`src/mcpp_pkg.sv`:
```
// Shared types, character codes and helpers for the motor command packet parser.
// No dependencies.
package mcpp_pkg;

  localparam int CharW  = 8;
  localparam int SpeedW = 16;
  localparam int AccW   = 11;
  localparam int SumW   = 14;
  localparam int PhaseW = 3;

  localparam logic [AccW-1:0] SPEED_MAX = 11'd1023;

  // Parser phases
  localparam logic [PhaseW-1:0] PH_CMD   = 3'd0;
  localparam logic [PhaseW-1:0] PH_COMMA = 3'd1;
  localparam logic [PhaseW-1:0] PH_LEFT  = 3'd2;
  localparam logic [PhaseW-1:0] PH_RIGHT = 3'd3;
  localparam logic [PhaseW-1:0] PH_ERR   = 3'd4;

  // Character codes
  localparam logic [CharW-1:0] CH_S     = 8'h53;
  localparam logic [CharW-1:0] CH_L     = 8'h4C;
  localparam logic [CharW-1:0] CH_R     = 8'h52;
  localparam logic [CharW-1:0] CH_F     = 8'h46;
  localparam logic [CharW-1:0] CH_B     = 8'h42;
  localparam logic [CharW-1:0] CH_COMMA = 8'h2C;
  localparam logic [CharW-1:0] CH_CR    = 8'h0D;
  localparam logic [CharW-1:0] CH_LF    = 8'h0A;
  localparam logic [CharW-1:0] CH_SPACE = 8'h20;
  localparam logic [CharW-1:0] CH_ZERO  = 8'h30;
  localparam logic [CharW-1:0] CH_NINE  = 8'h39;

  localparam logic [SpeedW-1:0] TURN_SPEED_RESET = 16'd0;

  // One parsed command
  typedef struct packed {
    logic [CharW-1:0]  command_char;
    logic [SpeedW-1:0] left_speed;
    logic [SpeedW-1:0] right_speed;
    logic              cmd_ok;
  } result_t;

  function automatic logic is_blank(input logic [CharW-1:0] c);
    is_blank = (c == CH_CR) || (c == CH_LF) || (c == CH_SPACE);
  endfunction

  function automatic logic is_moving(input logic [CharW-1:0] c);
    is_moving = (c == CH_F) || (c == CH_B) || (c == CH_L) || (c == CH_R);
  endfunction

endpackage

```
`src/mcpp_core.sv`:
```
// Packet state and per-byte parse logic; result is combinational from the byte.
// Depends on mcpp_pkg.
module mcpp_core (
  input  logic                          clk,
  input  logic                          rst_n,
  input  logic                          take,
  input  logic [mcpp_pkg::CharW-1:0]    char_in,
  input  logic                          last,
  input  logic [mcpp_pkg::SpeedW-1:0]   turn_speed,
  output mcpp_pkg::result_t             result
);

  logic [mcpp_pkg::PhaseW-1:0] phase_r, phase_nxt;
  logic [mcpp_pkg::CharW-1:0]  first_r, first_nxt;
  logic [1:0]                  count_r, count_nxt;
  logic                        blank_r, blank_nxt;
  logic [mcpp_pkg::AccW-1:0]   lacc_r, lacc_nxt;
  logic [mcpp_pkg::AccW-1:0]   racc_r, racc_nxt;
  logic                        lhas_r, lhas_nxt;
  logic                        rhas_r, rhas_nxt;

  logic                        digit;
  logic [mcpp_pkg::SumW-1:0]   dval;
  logic [mcpp_pkg::SumW-1:0]   lsum;
  logic [mcpp_pkg::SumW-1:0]   rsum;
  logic                        lfit;
  logic                        rfit;

  // acc*10 + digit as two shifts and adds
  assign digit = (char_in >= mcpp_pkg::CH_ZERO) && (char_in <= mcpp_pkg::CH_NINE);
  assign dval  = {{(mcpp_pkg::SumW-4){1'b0}}, char_in[3:0]};
  assign lsum  = ({3'b000, lacc_r} << 3) + ({3'b000, lacc_r} << 1) + dval;
  assign rsum  = ({3'b000, racc_r} << 3) + ({3'b000, racc_r} << 1) + dval;
  assign lfit  = lsum <= {3'b000, mcpp_pkg::SPEED_MAX};
  assign rfit  = rsum <= {3'b000, mcpp_pkg::SPEED_MAX};

  // Next packet state after this byte
  always_comb begin
    phase_nxt = phase_r;
    first_nxt = first_r;
    count_nxt = count_r;
    blank_nxt = blank_r;
    lacc_nxt  = lacc_r;
    racc_nxt  = racc_r;
    lhas_nxt  = lhas_r;
    rhas_nxt  = rhas_r;
    if (mcpp_pkg::is_blank(char_in)) begin
      if (phase_r == mcpp_pkg::PH_CMD) begin
        first_nxt = char_in;
        phase_nxt = mcpp_pkg::PH_COMMA;
      end
      blank_nxt = 1'b1;
    end else begin
      if (count_r != 2'd2) begin
        count_nxt = count_r + 2'd1;
      end
      if (blank_r) begin
        phase_nxt = mcpp_pkg::PH_ERR;
      end else begin
        unique case (phase_r)
          mcpp_pkg::PH_CMD: begin
            first_nxt = char_in;
            phase_nxt = mcpp_pkg::PH_COMMA;
          end
          mcpp_pkg::PH_COMMA: begin
            phase_nxt = ((char_in == mcpp_pkg::CH_COMMA) && mcpp_pkg::is_moving(first_r))
                        ? mcpp_pkg::PH_LEFT : mcpp_pkg::PH_ERR;
          end
          mcpp_pkg::PH_LEFT: begin
            if (digit) begin
              if (lfit) begin
                lacc_nxt = lsum[mcpp_pkg::AccW-1:0];
                lhas_nxt = 1'b1;
              end else begin
                phase_nxt = mcpp_pkg::PH_ERR;
              end
            end else if ((char_in == mcpp_pkg::CH_COMMA) && lhas_r) begin
              phase_nxt = mcpp_pkg::PH_RIGHT;
            end else begin
              phase_nxt = mcpp_pkg::PH_ERR;
            end
          end
          mcpp_pkg::PH_RIGHT: begin
            if (digit && rfit) begin
              racc_nxt = rsum[mcpp_pkg::AccW-1:0];
              rhas_nxt = 1'b1;
            end else begin
              phase_nxt = mcpp_pkg::PH_ERR;
            end
          end
          default: begin
            phase_nxt = mcpp_pkg::PH_ERR;
          end
        endcase
      end
    end
  end

  // Result as seen after this byte; used only on the last byte
  always_comb begin
    result = '0;
    if (count_nxt != 2'd0) begin
      result.command_char = first_nxt;
      if ((count_nxt == 2'd1) && (phase_nxt == mcpp_pkg::PH_COMMA)) begin
        if (first_nxt == mcpp_pkg::CH_S) begin
          result.cmd_ok = 1'b1;
        end else if ((first_nxt == mcpp_pkg::CH_L) || (first_nxt == mcpp_pkg::CH_R)) begin
          result.left_speed  = turn_speed;
          result.right_speed = turn_speed;
          result.cmd_ok      = 1'b1;
        end
      end else if ((count_nxt == 2'd2) && (phase_nxt == mcpp_pkg::PH_RIGHT) && rhas_nxt) begin
        result.left_speed  = {{(mcpp_pkg::SpeedW-mcpp_pkg::AccW){1'b0}}, lacc_nxt};
        result.right_speed = {{(mcpp_pkg::SpeedW-mcpp_pkg::AccW){1'b0}}, racc_nxt};
        result.cmd_ok      = 1'b1;
      end
    end
  end

  // Packet state; clears at reset and after the last byte
  always_ff @(posedge clk) begin
    if (!rst_n || (take && last)) begin
      phase_r <= mcpp_pkg::PH_CMD;
      first_r <= '0;
      count_r <= '0;
      blank_r <= 1'b0;
      lacc_r  <= '0;
      racc_r  <= '0;
      lhas_r  <= 1'b0;
      rhas_r  <= 1'b0;
    end else if (take) begin
      phase_r <= phase_nxt;
      first_r <= first_nxt;
      count_r <= count_nxt;
      blank_r <= blank_nxt;
      lacc_r  <= lacc_nxt;
      racc_r  <= racc_nxt;
      lhas_r  <= lhas_nxt;
      rhas_r  <= rhas_nxt;
    end
  end

endmodule

```
`src/motor_command_packet_parser.sv`:
```
// Motor command packet parser top level: input register, parse core, result register.
// Depends on mcpp_pkg and mcpp_core.
// A last byte goes through the input register, then the result register, to the outputs.
// Throughput: one byte per cycle; a last byte waits only while a result is stalled.
// The per-byte path is one times-ten add and compare on an 11-bit accumulator.
// Sync reset (rst_n low) empties both registers, clears packet state, loads TURN_SPEED_INIT.
module motor_command_packet_parser #(
  parameter logic [mcpp_pkg::SpeedW-1:0] TURN_SPEED_INIT = mcpp_pkg::TURN_SPEED_RESET
) (
  input  logic                        clk,
  input  logic                        rst_n,
  input  logic                        in_valid,
  output logic                        in_stall,
  input  logic [mcpp_pkg::CharW-1:0]  in_char_in,
  input  logic                        in_end_of_packet,
  output logic                        out_valid,
  input  logic                        out_stall,
  output logic [mcpp_pkg::CharW-1:0]  out_command_char,
  output logic [mcpp_pkg::SpeedW-1:0] out_left_speed,
  output logic [mcpp_pkg::SpeedW-1:0] out_right_speed,
  output logic                        out_cmd_ok,
  input  logic                        cfg_valid,
  output logic                        cfg_ready,
  input  logic [mcpp_pkg::SpeedW-1:0] cfg_default_turn_speed
);

  logic [mcpp_pkg::SpeedW-1:0] turn_speed_r;
  logic                        s1_valid_r;
  logic [mcpp_pkg::CharW-1:0]  s1_char_r;
  logic                        s1_last_r;
  logic                        out_valid_r;
  mcpp_pkg::result_t           out_res_r;
  mcpp_pkg::result_t           core_res;
  logic                        out_free;
  logic                        s1_adv;
  logic                        in_take;

  // Configuration register, always writable
  assign cfg_ready = 1'b1;
  always_ff @(posedge clk) begin
    if (!rst_n) begin
      turn_speed_r <= TURN_SPEED_INIT;
    end else if (cfg_valid && cfg_ready) begin
      turn_speed_r <= cfg_default_turn_speed;
    end
  end

  // Handshake: a middle byte always moves on, a last byte needs a free result slot
  assign out_free = !out_valid_r || !out_stall;
  assign s1_adv   = s1_valid_r && (!s1_last_r || out_free);
  assign in_stall = s1_valid_r && !s1_adv;
  assign in_take  = in_valid && !in_stall;

  // Input register
  always_ff @(posedge clk) begin
    if (!rst_n) begin
      s1_valid_r <= 1'b0;
    end else if (in_take) begin
      s1_valid_r <= 1'b1;
    end else if (s1_adv) begin
      s1_valid_r <= 1'b0;
    end
  end

  always_ff @(posedge clk) begin
    if (in_take) begin
      s1_char_r <= in_char_in;
      s1_last_r <= in_end_of_packet;
    end
  end

  mcpp_core u_core (
    .clk        (clk),
    .rst_n      (rst_n),
    .take       (s1_adv),
    .char_in    (s1_char_r),
    .last       (s1_last_r),
    .turn_speed (turn_speed_r),
    .result     (core_res)
  );

  // Result register
  always_ff @(posedge clk) begin
    if (!rst_n) begin
      out_valid_r <= 1'b0;
    end else if (out_free) begin
      out_valid_r <= s1_adv && s1_last_r;
    end
  end

  always_ff @(posedge clk) begin
    if (out_free && s1_adv && s1_last_r) begin
      out_res_r <= core_res;
    end
  end

  assign out_valid        = out_valid_r;
  assign out_command_char = out_res_r.command_char;
  assign out_left_speed   = out_res_r.left_speed;
  assign out_right_speed  = out_res_r.right_speed;
  assign out_cmd_ok       = out_res_r.cmd_ok;

endmodule

```
`config.mk`:
```
export PLATFORM = sky130hd
export DESIGN_NAME = motor_command_packet_parser
export DESIGN_NICKNAME = d
export VERILOG_FILES = /design/src/mcpp_pkg.sv /design/src/mcpp_core.sv /design/src/motor_command_packet_parser.sv
export SDC_FILE = /design/constraint.sdc
export NUM_CORES = 1
export LEC_CHECK = 0
export ABC_AREA = 0
export BUFFER_PORTS_ARGS = -buffer_cell sky130_fd_sc_hd__buf_2
export CORE_MARGIN = 1
export CORE_UTILIZATION = 45
export DETAILED_ROUTE_END_ITERATION = 7
export PLACE_DENSITY = 0.68
export SLEW_MARGIN = 20
export SYNTH_ARGS = -nofsm -noshare
export SYNTH_HDL_FRONTEND = slang
export SYNTH_SLANG_ARGS = --single-unit
```
`constraint.sdc`:
```
create_clock -name clk -period 5.2 [get_ports clk]
set_clock_uncertainty 0.2 [all_clocks]
set_input_delay 0.26 -clock clk [delete_from_list [all_inputs] [get_ports clk]]
set_output_delay 0.26 -clock clk [all_outputs]
set_load 0.005 [all_outputs]
```
==> qor.yml <==
outcome: "finished clean"
first_iter_violations: 241
ctsRootBufferMaster: "clkbuf_16"
max_freq_mhz: 212
switching_power_w: 0.000419
dieHeight_um: 117
period_minus_slack_ns: 4.72
die_w_um: 117
routabilityCongestion: 0.884
grt_pass1_wl_um: 23200
fin_crit_sh: 0.908
hold_viol: 0
worstSetupPathType: "reg2reg"
routedWlPerCell_um: 17.0
hold_path_class: "in2reg"
dieArea_um2: 13700
drv_cap: 0
synthAdderAreaFrac: 0.104
nFillCells: 1170
tritoncts: "yes"
ant_nets: 0
dp_hpwl_um: 10300
async_reset_ff_frac: 0
p_sw_frac: 0.251
diodes: 0
port_buffers: 72
seq_area_frac_synth: 0.417
synth_compound_area_frac: 0.154
max_slew_margin: 0.515
first_pass_iters: 5
grt.overflow.total: 0
synth-simple-area-share: 0.161
synth-xor-area-share: 0.0177
drc: 0
cts_buffers: 9
syn_inst: 594
synth_edf_count: 45
clkTransAtPathRegs_ns: 0.07
h-tree-depth: 3
rows: 41
clock-sinks: 101
crit_fanout: 14
post-route-util: 0.544
rsz0062_at_grt: "false"
syn-num-nets: 671
layout-drive-gt1-share: 0.154
yosysWarnings: 0
clockBufferDepth: 2
cellPowerDensity_nw_per_um2: 242
synth_top_area_cell: "edfxtp_1"
grt_usage: 0.224
syn_area_um2: 5930
combPwrFrac: 0.090
synth_flop_cell: "dfxtp_1"
crit_arrival_ns: 4.76
p_clk_frac: 0.384
synth_top_family_by_area: "simple AND/OR/NAND/NOR gates"
io_pins: 74
p_leak_nw: 2.80
rrSetupSlack_ns: 0.48
syn_area_per_cell_um2: 9.99
synth-seq-cells: 101
synthTopCellsByArea: "edfxtp_1 (23%), dfxtp_1 (19%), mux2i_1 (10%)"
synth_top_area_share: 0.228
cp-start-kind: "flip-flop"
grt_pass1_vias: 4584
setup_viol: 0
antenna_found_initial: 1
cts-resized-gates: 0
synth_mux_area_frac: 0.101
synth.top_cells.by_count: "mux2i_1 (59), nor2_1 (59), dfxtp_1 (56)"
fin_nets: 747
grt_start_max_net_pins: 39
ir_drop_mv: 0.143
synth_cell_types: 65
start_util: 0.466
clock_latency_ns: 0.36
cts_setup_buffers: 0
via_per_inst: 5.57
end_kind: "flip-flop"
vias: 4717
slew_viol_final: 0
design.core.area_um2: 12700
required_ns: 5.24
seqPwrFrac: 0.526
syn_to_final_growth_pct: 16.6
wirelength_um: 14400
setup_tns_ns: 0
p_int_w: 0.00125
tightest_slew_ns: 0.726
-- kinds of logic after synthesis --
logic type               count (synthesis)
flip-flops                             101
AND/OR/NAND/NOR                        188
AO/OA/AOI/OAI                          126
multiplexers                            60
buffers and inverters                   59
XOR/XNOR                                12
adder cells (fa/ha/maj)                 47
other                                    1
-- cell usage in the layout (no fill, tap or decap), drive strengths merged, types with 11 or more instances in the layout --
master and n:
edfxtp 45, buf 77, a211oi 14, o21ai 15, mux2i 59, nor3 11, nand2 38, dfxtp 56
ha 43, nor2b 19, inv 25, nand3 12, a21oi 33, nor2 59, o2bb2ai 22, dlygate4sd3 27
-- power groups by stage --
| stage | logic (W) | registers, W | clock network, W |
|---|---|---|---|
| after floorplan | 0.0000978 | 0.000885 | 0 |
| after global placement | 0.000129 | 0.000896 | 0 |
| after detailed placement | 0.000133 | 0.000897 | 0 |
| after CTS | 0.000150 | 0.000879 | 0.000659 |
| after global routing | 0.000166 | 0.000882 | 0.000688 |
| final | 0.000150 | 0.000879 | 0.000642 |
-- stage by stage --
stage | total power (W) | hold WS, ns | setup WS, ns | cells | instance area, um2
floorplan | 0.000982 | 0.159 | 0.803 | 594 | 5930
CTS | 0.00169 | 0.123 | 0.178 | 847 | 6920
global placement | 0.00103 | 0.238 | 0.380 | 804 | 6370
global route | 0.00174 | 0.151 | 0.202 | 847 | 6920
detailed placement | 0.00103 | 0.239 | 0.202 | 804 | 6370
finish | 0.00167 | 0.124 | 0.480 | 847 | 6920
-- area by class of cell --
class	count	area, um2	area share
timing repair buffer	104	668	0.0966
sequential	101	2470	0.357
clock inverter	7	53.8	0.00778
multi-input combinational	434	3210	0.464
clock buffer	9	225	0.0326
tap	172	215	0.0311
inverter	20	75.1	0.0109
-- critical path: stages (launching register included) --
cell and delay [ns]:
edfxtp_1 0.57, fa_1 0.63, inv_1 0.07, fa_1 0.45
nand2b_1 0.18, a21oi_1 0.24, o22ai_1 0.13, xnor2_1 0.17
or4_4 0.51, a211oi_4 0.29, buf_4 0.28, and2_1 0.57
mux2i_1 0.26, nor2_1 0.05
-- worst paths after layout --
kind,to,cells after the start,start
max,u_core.racc_r[4],13,s1_char_r[3]
min,s1_valid_r,2,rst_n
max reg2reg,u_core.racc_r[4],13,s1_char_r[3]
min reg2reg,u_core.first_r[7],2,u_core.first_r[7]
-- what timing repair did --
item	4_1_cts	5_1_grt
setup endpoints to repair	0	0
endpoints found under the hold margin	27	0
hold buffers	27	0
-- state kept, by name, indices dropped and copies added, names as in the netlist, 2 cells and up --
register / flops
out_right_speed: 16
u_core.count_r: 2
out_left_speed: 11
s1_char_r: 8
out_command_char: 8
u_core.first_r: 8
u_core.phase_r: 3
u_core.racc_r: 11
turn_speed_r: 16
u_core.lacc_r: 11
-- layer usage --
metal  up-vias  wire (um)  global-route usage
met1      2264       6500               0.290
li1       2324          -                   -
met2        97       6870               0.366
met3        30        594              0.0417
met4         2        380              0.0970
met5         -         11                   0
Note: power is estimated with default switching activity, not from simulation.
